### src/hdl/i2ceep_pkg.sv
// Shared types, codes and constants for the I2C EEPROM transfer sequencer.
package i2ceep_pkg;

    // Transfer buffer geometry
    localparam int BUFFER_BYTES = 16;
    localparam int POS_W        = $clog2(BUFFER_BYTES);
    localparam int COUNT_W      = $clog2(BUFFER_BYTES + 1);

    // Field widths
    localparam int OP_W    = 3;
    localparam int LEN_W   = 5;
    localparam int IDX_W   = 4;
    localparam int BYTE_W  = 8;
    localparam int DEV_W   = 7;
    localparam int CMD_W   = 11;
    localparam int ERR_W   = 2;
    localparam int PADDR_W = 3;
    localparam int PDATA_W = 32;

    // Register byte addresses, decoded on the word address bit
    localparam logic [PADDR_W-1:0] ADDR_DEVICE = 3'd0;

    // Control word bits toward the byte controller
    localparam logic [CMD_W-1:0] CMD_WE    = 11'h400;
    localparam logic [CMD_W-1:0] CMD_START = 11'h200;
    localparam logic [CMD_W-1:0] CMD_STOP  = 11'h100;

    localparam logic [DEV_W-1:0] DEVICE_RESET = 7'h10;

    typedef enum logic [OP_W-1:0] {
        OP_START_READ  = 3'd0,
        OP_START_WRITE = 3'd1,
        OP_LOAD_BYTE   = 3'd2,
        OP_INTERRUPT   = 3'd3,
        OP_READ_BACK   = 3'd4
    } op_t;

    typedef enum logic [ERR_W-1:0] {
        ERR_NONE       = 2'd0,
        ERR_BUSY       = 2'd1,
        ERR_NO_ACK     = 2'd2,
        ERR_UNEXPECTED = 2'd3
    } err_t;

    typedef enum logic [8:0] {
        ST_IDLE       = 9'b000000001,
        ST_RD_MEMADDR = 9'b000000010,
        ST_RD_READDR  = 9'b000000100,
        ST_RD_DATA    = 9'b000001000,
        ST_RD_STORE   = 9'b000010000,
        ST_WR_DEVADDR = 9'b000100000,
        ST_WR_MEMADDR = 9'b001000000,
        ST_WR_DATA    = 9'b010000000,
        ST_WR_FINISH  = 9'b100000000
    } state_t;

    // One result of a transaction
    typedef struct packed {
        logic              cmd_valid;
        logic [CMD_W-1:0]  cmd_word;
        logic              done;
        err_t              err;
        logic [BYTE_W-1:0] rdata;
    } result_t;

    // Build the addressing control word: start with device address and R/W bit
    function automatic logic [CMD_W-1:0] addr_word(input logic [DEV_W-1:0] dev,
                                                   input logic rd);
        addr_word = CMD_WE | CMD_START | {3'b000, dev, rd};
    endfunction

    // Saturate a requested length to the buffer size
    function automatic logic [COUNT_W-1:0] clamp_len(input logic [LEN_W-1:0] len);
        if ({{(32-LEN_W){1'b0}}, len} > BUFFER_BYTES)
            clamp_len = COUNT_W'(BUFFER_BYTES);
        else
            clamp_len = COUNT_W'(len);
    endfunction

endpackage

### src/hdl/i2c_eeprom_transfer_sequencer.sv
// I2C EEPROM transfer sequencer: a single state update per transaction.
//
// Usage:
//   Input channel (in_valid/in_ready) carries one operation per transaction:
//   start read, start write, load write byte, controller interrupt event, or
//   read back byte. Every accepted transaction yields exactly one result on
//   the output channel (out_valid/out_ready): the next control word for the
//   byte controller, done, an error code and a read-back byte.
//   The result is registered: it goes to the output register at acceptance,
//   or to the skid register while the receiver stalls. Throughput is one
//   transaction per cycle while the skid register is empty, set by the single state update done at acceptance.
//   When the receiver stalls, the output register holds and one more result
//   lands in a skid register; in_ready drops only while the skid is full.
//   The APB port sets the 7-bit device address at byte address 0; pready is
//   always high. Write it only while no transaction is in flight.
//   Reset returns the sequencer to idle, clears positions and counts, sets
//   the device address to 0x10 and empties the output stages. The byte
//   buffers are not cleared and hold no data until written.
module i2c_eeprom_transfer_sequencer
    import i2ceep_pkg::*;
(
    input  logic               clk,
    input  logic               rst_n,
    // APB configuration port
    input  logic               psel,
    input  logic               penable,
    input  logic               pwrite,
    input  logic [PADDR_W-1:0] paddr,
    input  logic [PDATA_W-1:0] pwdata,
    output logic [PDATA_W-1:0] prdata,
    output logic               pready,
    // Input channel
    input  logic               in_valid,
    output logic               in_ready,
    input  logic [OP_W-1:0]    operation,
    input  logic [LEN_W-1:0]   length,
    input  logic [IDX_W-1:0]   index,
    input  logic [BYTE_W-1:0]  write_data,
    input  logic               status_busy,
    input  logic               status_ack,
    input  logic [BYTE_W-1:0]  status_byte,
    // Output channel
    output logic               out_valid,
    input  logic               out_ready,
    output logic               command_valid,
    output logic [CMD_W-1:0]   command_word,
    output logic               done_res,
    output logic [ERR_W-1:0]   error_code,
    output logic [BYTE_W-1:0]  read_data
);

    // Configuration
    logic [DEV_W-1:0]   device_reg;
    logic               cfg_write;

    // Sequencer state
    state_t             state_reg, state_next;
    logic [POS_W-1:0]   read_pos_reg, read_pos_next;
    logic [COUNT_W-1:0] read_count_reg, read_count_next;
    logic [POS_W-1:0]   write_pos_reg, write_pos_next;
    logic [COUNT_W-1:0] write_count_reg, write_count_next;

    // Byte buffers
    logic [BYTE_W-1:0]  read_buf_reg [BUFFER_BYTES];
    logic [BYTE_W-1:0]  write_buf_reg [BUFFER_BYTES];
    logic               rbuf_we;
    logic               wbuf_we;

    // Output stages
    logic               out_valid_reg, out_valid_next;
    result_t            out_data_reg, out_data_next;
    logic               skid_valid_reg, skid_valid_next;
    result_t            skid_data_reg, skid_data_next;

    logic               accept;
    result_t            res;

    // APB register access
    assign pready    = 1'b1;
    assign cfg_write = psel && penable && pwrite && pready && (paddr[2] == ADDR_DEVICE[2]);
    assign prdata    = (paddr[2] == ADDR_DEVICE[2]) ?
                       {{(PDATA_W-DEV_W){1'b0}}, device_reg} : '0;

    always_ff @(posedge clk or negedge rst_n)
    begin
        if (!rst_n)
        begin
            device_reg <= DEVICE_RESET;
        end
        else if (cfg_write)
        begin
            device_reg <= pwdata[DEV_W-1:0];
        end
    end

    assign in_ready = !skid_valid_reg;
    assign accept   = in_valid && in_ready;

    // Decode the transaction and advance the sequence
    always_comb
    begin
        state_next       = state_reg;
        read_pos_next    = read_pos_reg;
        read_count_next  = read_count_reg;
        write_pos_next   = write_pos_reg;
        write_count_next = write_count_reg;
        rbuf_we          = 1'b0;
        wbuf_we          = 1'b0;
        res              = '0;
        res.err          = ERR_NONE;

        if (accept)
        begin
            case (op_t'(operation))
                OP_START_READ:
                begin
                    read_count_next = clamp_len(length);
                    read_pos_next   = '0;
                    res.cmd_valid   = 1'b1;
                    res.cmd_word    = addr_word(device_reg, 1'b0);
                    state_next      = ST_RD_MEMADDR;
                end
                OP_START_WRITE:
                begin
                    write_count_next = clamp_len(length);
                    write_pos_next   = '0;
                    res.cmd_valid    = 1'b1;
                    res.cmd_word     = addr_word(device_reg, 1'b0);
                    state_next       = ST_WR_MEMADDR;
                end
                OP_LOAD_BYTE:
                begin
                    wbuf_we = 1'b1;
                end
                OP_INTERRUPT:
                begin
                    if (status_busy)
                    begin
                        res.err    = ERR_BUSY;
                        state_next = ST_IDLE;
                    end
                    else if (!status_ack)
                    begin
                        res.err    = ERR_NO_ACK;
                        state_next = ST_IDLE;
                    end
                    else
                    begin
                        case (state_reg)
                            ST_RD_MEMADDR:
                            begin
                                res.cmd_valid = 1'b1;
                                res.cmd_word  = CMD_WE | {{(CMD_W-POS_W){1'b0}}, read_pos_reg};
                                state_next    = ST_RD_READDR;
                            end
                            ST_RD_READDR:
                            begin
                                res.cmd_valid = 1'b1;
                                res.cmd_word  = addr_word(device_reg, 1'b1);
                                state_next    = ST_RD_DATA;
                            end
                            ST_RD_DATA:
                            begin
                                res.cmd_valid = 1'b1;
                                res.cmd_word  = CMD_STOP;
                                state_next    = ST_RD_STORE;
                            end
                            ST_RD_STORE:
                            begin
                                rbuf_we = 1'b1;
                                if ((COUNT_W'(read_pos_reg) + COUNT_W'(1)) < read_count_reg)
                                begin
                                    read_pos_next = read_pos_reg + POS_W'(1);
                                    res.cmd_valid = 1'b1;
                                    res.cmd_word  = addr_word(device_reg, 1'b0);
                                    state_next    = ST_RD_MEMADDR;
                                end
                                else
                                begin
                                    res.done   = 1'b1;
                                    state_next = ST_IDLE;
                                end
                            end
                            ST_WR_DEVADDR:
                            begin
                                res.cmd_valid = 1'b1;
                                res.cmd_word  = addr_word(device_reg, 1'b0);
                                state_next    = ST_WR_MEMADDR;
                            end
                            ST_WR_MEMADDR:
                            begin
                                res.cmd_valid = 1'b1;
                                res.cmd_word  = CMD_WE | {{(CMD_W-POS_W){1'b0}}, write_pos_reg};
                                state_next    = ST_WR_DATA;
                            end
                            ST_WR_DATA:
                            begin
                                res.cmd_valid = 1'b1;
                                res.cmd_word  = CMD_WE | CMD_STOP |
                                                {3'b000, write_buf_reg[write_pos_reg]};
                                if ((COUNT_W'(write_pos_reg) + COUNT_W'(1)) < write_count_reg)
                                begin
                                    write_pos_next = write_pos_reg + POS_W'(1);
                                    state_next     = ST_WR_DEVADDR;
                                end
                                else
                                begin
                                    state_next = ST_WR_FINISH;
                                end
                            end
                            ST_WR_FINISH:
                            begin
                                res.done   = 1'b1;
                                state_next = ST_IDLE;
                            end
                            ST_IDLE:
                            begin
                                res.err    = ERR_UNEXPECTED;
                                state_next = ST_IDLE;
                            end
                            default:
                            begin
                                res.err    = ERR_UNEXPECTED;
                                state_next = ST_IDLE;
                            end
                        endcase
                    end
                end
                OP_READ_BACK:
                begin
                    res.rdata = read_buf_reg[index];
                end
                default:
                begin
                    res = '0;
                end
            endcase
        end
    end

    // Steer results into the output register or the skid register
    always_comb
    begin
        out_valid_next  = out_valid_reg;
        out_data_next   = out_data_reg;
        skid_valid_next = skid_valid_reg;
        skid_data_next  = skid_data_reg;

        if (out_ready || !out_valid_reg)
        begin
            if (skid_valid_reg)
            begin
                out_valid_next  = 1'b1;
                out_data_next   = skid_data_reg;
                skid_valid_next = 1'b0;
            end
            else if (accept)
            begin
                out_valid_next = 1'b1;
                out_data_next  = res;
            end
            else
            begin
                out_valid_next = 1'b0;
            end
        end
        else if (accept)
        begin
            skid_valid_next = 1'b1;
            skid_data_next  = res;
        end
    end

    // Control state
    always_ff @(posedge clk or negedge rst_n)
    begin
        if (!rst_n)
        begin
            state_reg       <= ST_IDLE;
            read_pos_reg    <= '0;
            read_count_reg  <= '0;
            write_pos_reg   <= '0;
            write_count_reg <= '0;
            out_valid_reg   <= 1'b0;
            skid_valid_reg  <= 1'b0;
        end
        else
        begin
            state_reg       <= state_next;
            read_pos_reg    <= read_pos_next;
            read_count_reg  <= read_count_next;
            write_pos_reg   <= write_pos_next;
            write_count_reg <= write_count_next;
            out_valid_reg   <= out_valid_next;
            skid_valid_reg  <= skid_valid_next;
        end
    end

    // Payload and buffers
    always_ff @(posedge clk)
    begin
        out_data_reg  <= out_data_next;
        skid_data_reg <= skid_data_next;
        if (rbuf_we)
        begin
            read_buf_reg[read_pos_reg] <= status_byte;
        end
        if (wbuf_we)
        begin
            write_buf_reg[index] <= write_data;
        end
    end

    assign out_valid     = out_valid_reg;
    assign command_valid = out_data_reg.cmd_valid;
    assign command_word  = out_data_reg.cmd_word;
    assign done_res      = out_data_reg.done;
    assign error_code    = out_data_reg.err;
    assign read_data     = out_data_reg.rdata;

endmodule

### config.mk
export PLATFORM = sky130hd
export DESIGN_NAME = i2c_eeprom_transfer_sequencer
export DESIGN_NICKNAME = d
export VERILOG_FILES = /design/src/hdl/i2ceep_pkg.sv /design/src/hdl/i2c_eeprom_transfer_sequencer.sv
export SDC_FILE = /design/constraint.sdc
export NUM_CORES = 1
export LEC_CHECK = 0
export BUFFER_PORTS_ARGS = -buffer_cell sky130_fd_sc_hd__buf_2
export CAP_MARGIN = 0
export CORE_ASPECT_RATIO = 0.8
export CORE_MARGIN = 5
export CORE_UTILIZATION = 64
export CTS_CLUSTER_DIAMETER = 50
export DETAILED_ROUTE_END_ITERATION = 10
export PLACE_DENSITY = 0.85
export SETUP_SLACK_MARGIN = 0.3
export SLEW_MARGIN = 15
export SYNTH_ARGS = -nofsm -noshare
export SYNTH_HDL_FRONTEND = slang
export SYNTH_SLANG_ARGS = --single-unit
### constraint.sdc
create_clock -name clk -period 4.7 [get_ports clk]
set_input_delay 0.47 -clock clk [delete_from_list [all_inputs] [get_ports clk]]
set_output_delay 0.47 -clock clk [all_outputs]
set_load 0.05 [all_outputs]
==> qor.txt <==
Power per cell area: 412 mW/mm²
Clk Tree Root Cell: clkbuf_16
Final worst path period need: 3.60 ns
Hold_buf cts: 0
Buffers added on ports: 76
Pre-CTS WS: 1.25 ns
Peak supply drop: 0.325 mV
Distinct cells, synth: 64
Worst Hold Class: input port to asynchronous set/reset pin
Relative slew slack: 0.294
Final Hold Fails: 0
Dpl cells: 1169
Iter 0 DRT Violations: 985
Top-area cell type share of the netlist area: 0.641
Mean Syn Cell Area: 17.1 µm²
RSZ-0062 raised after global routing: no
Commonest non-fill, non-tap cell in the layout: edfxtp_1
Slew Limit Fails: 0
Ys Warns: 0
Max clock buf depth: 3
Final worst slack: 1.10 ns
Number of synthesized flops with an enable pin: 302
Final Power: 0.00649 W
Synthesized area: 0.0142 mm²
CP max stage delay: 0.79 ns
Status: finished clean
Crit. Startpoint: state_reg[1]
Cells after Synth: 827
Final cell count without fillers: 1230
Peak Freq: 278 MHz
Vias in the first global route: 7777
Initial antenna violation count: 1
Vias per cell: 6.31
Worst Path Max Fanout: 8
Cell at the slowest stage of the critical path: nor2_1
Row cnt: 48
Clock sink count: 338
Detailed Routing Iterations Pass 1: 5
Share of layout cells above drive strength 1: 0.255
Largest net degree at the start of global routing: 37
Crit path max-delay family: simple AND/OR/NAND/NOR gates
Postcts setup bufs: 0
Die X: 176 µm
Pleak: 5.41 nW
TritonCTS Buffers: 34
Most frequent cells in the layout: 302 x edfxtp_1, 76 x buf_2, 61 x mux4_2
Crit Path Category: flip-flop to flip-flop
DR vias: 7766
Critical path capture point type: flip-flop
Grt ovf: 0
FF+latch count, synth: 338
RePlAce Congestion: 0.907
Synth async-reset ratio: 0.107
Final setup viols: 0
Clock-pin slew on the worst setup and hold paths: 0.06 ns
DRC: 0
Sequential share of the synthesized area: 0.704
WP buf/inv: 0
Most used flip-flop cell after synthesis: edfxtp_1
Area Growth Syn to Fin: 11.3%
Arr. time, crit path: 3.72 ns
CTS tree: yes
Clk_lat worst skew: 0.52 ns
Crit path cell chain: or4_1 > or2_2 > nor3_1 > nand2_1 > nor2_1
Core area: 0.0217 mm²
Post-synth top area cell: edfxtp_1
Drt total wl: 29.9 mm
Setup_tns: 0 ns
Antenna Nets Post-Route: 0
Die footprint: 0.0252 mm²
Slew at the pin closest to its max-slew limit: 1.06 ns
Setup crit start kind: flip-flop
Die H: 143 µm
Worst R2R Setup Slack: 1.10 ns
R2r startpoint: state_reg[1]
IO Count: 130
Initial core utilization: 0.653
Synth area leaders: edfxtp_1 64%, mux4_2 9.7%, dfrtp_1 6.0%
Worst Path Required: 4.82 ns
Fin crit share: 0.766
Final Skew: 0.0306 ns
Number of max-cap violations: 0
Wire length of the first global-routing pass: 45.4 mm
Layout Nets: 990
H-tree Lvls: 2
# resized after CTS: 0
Gr usage total: 0.240
Avg WL per Cell: 24.3 µm
Post-DP HPWL: 18.7 mm
==> final timing paths <==
check	end	depth (start not counted)
worst max-delay path	read_buf_reg[11][6]	5
worst max register to register	read_buf_reg[11][6]	5
worst min register to register	write_count_reg[0]	2
min in group clk	device_reg[1]	2
worst min-delay path	device_reg[1]	1
max in group asynchronous	write_pos_reg[2]	1
==> layer usage <==
layer | global-route usage | part of all wire
met2 | 0.389 | 0.49
met5 | 0 | 0
met3 | 0.0529 | 0.092
met1 | 0.335 | 0.39
met4 | 0.0710 | 0.027
==> through the flow <==
stage | area [µm²] | utilization | hold WS (ns)
CTS | 15700 | 0.726 | 0.0716
finish | 15800 | 0.727 | 0.0470
global placement | 14700 | 0.679 | 0.454
global route | 15700 | 0.726 | 0.115
floorplan | 14200 | - | 0.174
detailed placement | 14700 | 0.679 | 0.478
==> report_power, final <==
part	leakage [nW]	internal (W)	switching [W]
registers	3.20	0.00335	0.0000572
logic	1.72	0.000203	0.000402
clock network	0.495	0.00138	0.00110
==> Yosys cell counts, types with 15 or more instances <==
cell and number:
edfxtp_1 302, mux4_2 61, nand2_1 46, nor2_1 40, dfrtp_1 34, mux2_2 34, clkbuf_1 33, buf_4 26
mux2i_1 26, o21ai_0 17, nor3_1 16, nor2b_1 15
==> area by class of cell <==
class	instances	area (µm²)
multi-input combinational	429	3860
fill	1280	5930
clock buffer	42	902
clock inverter	17	108
tap	300	375
antenna	2	5.00
timing repair buffer	88	470
sequential	338	9970
inverter	14	52.6
==> cell families (layout without fill, tap and decap cells) <==
kind of cell               count (synthesis)  count (layout)  synth area share
DFF                                      338             338             0.704
AOI/OAI and AO/OA                         89              89            0.0458
other                                      2              28          0.000531
buffers and inverters                     84             161            0.0294
adders and majority gates                 13              13            0.0115
and+or+nand+nor                          174             174            0.0621
xor gates and xnor gates                   6               6           0.00371
muxes                                    121             121             0.142
Power figures use the tool's default switching activity.
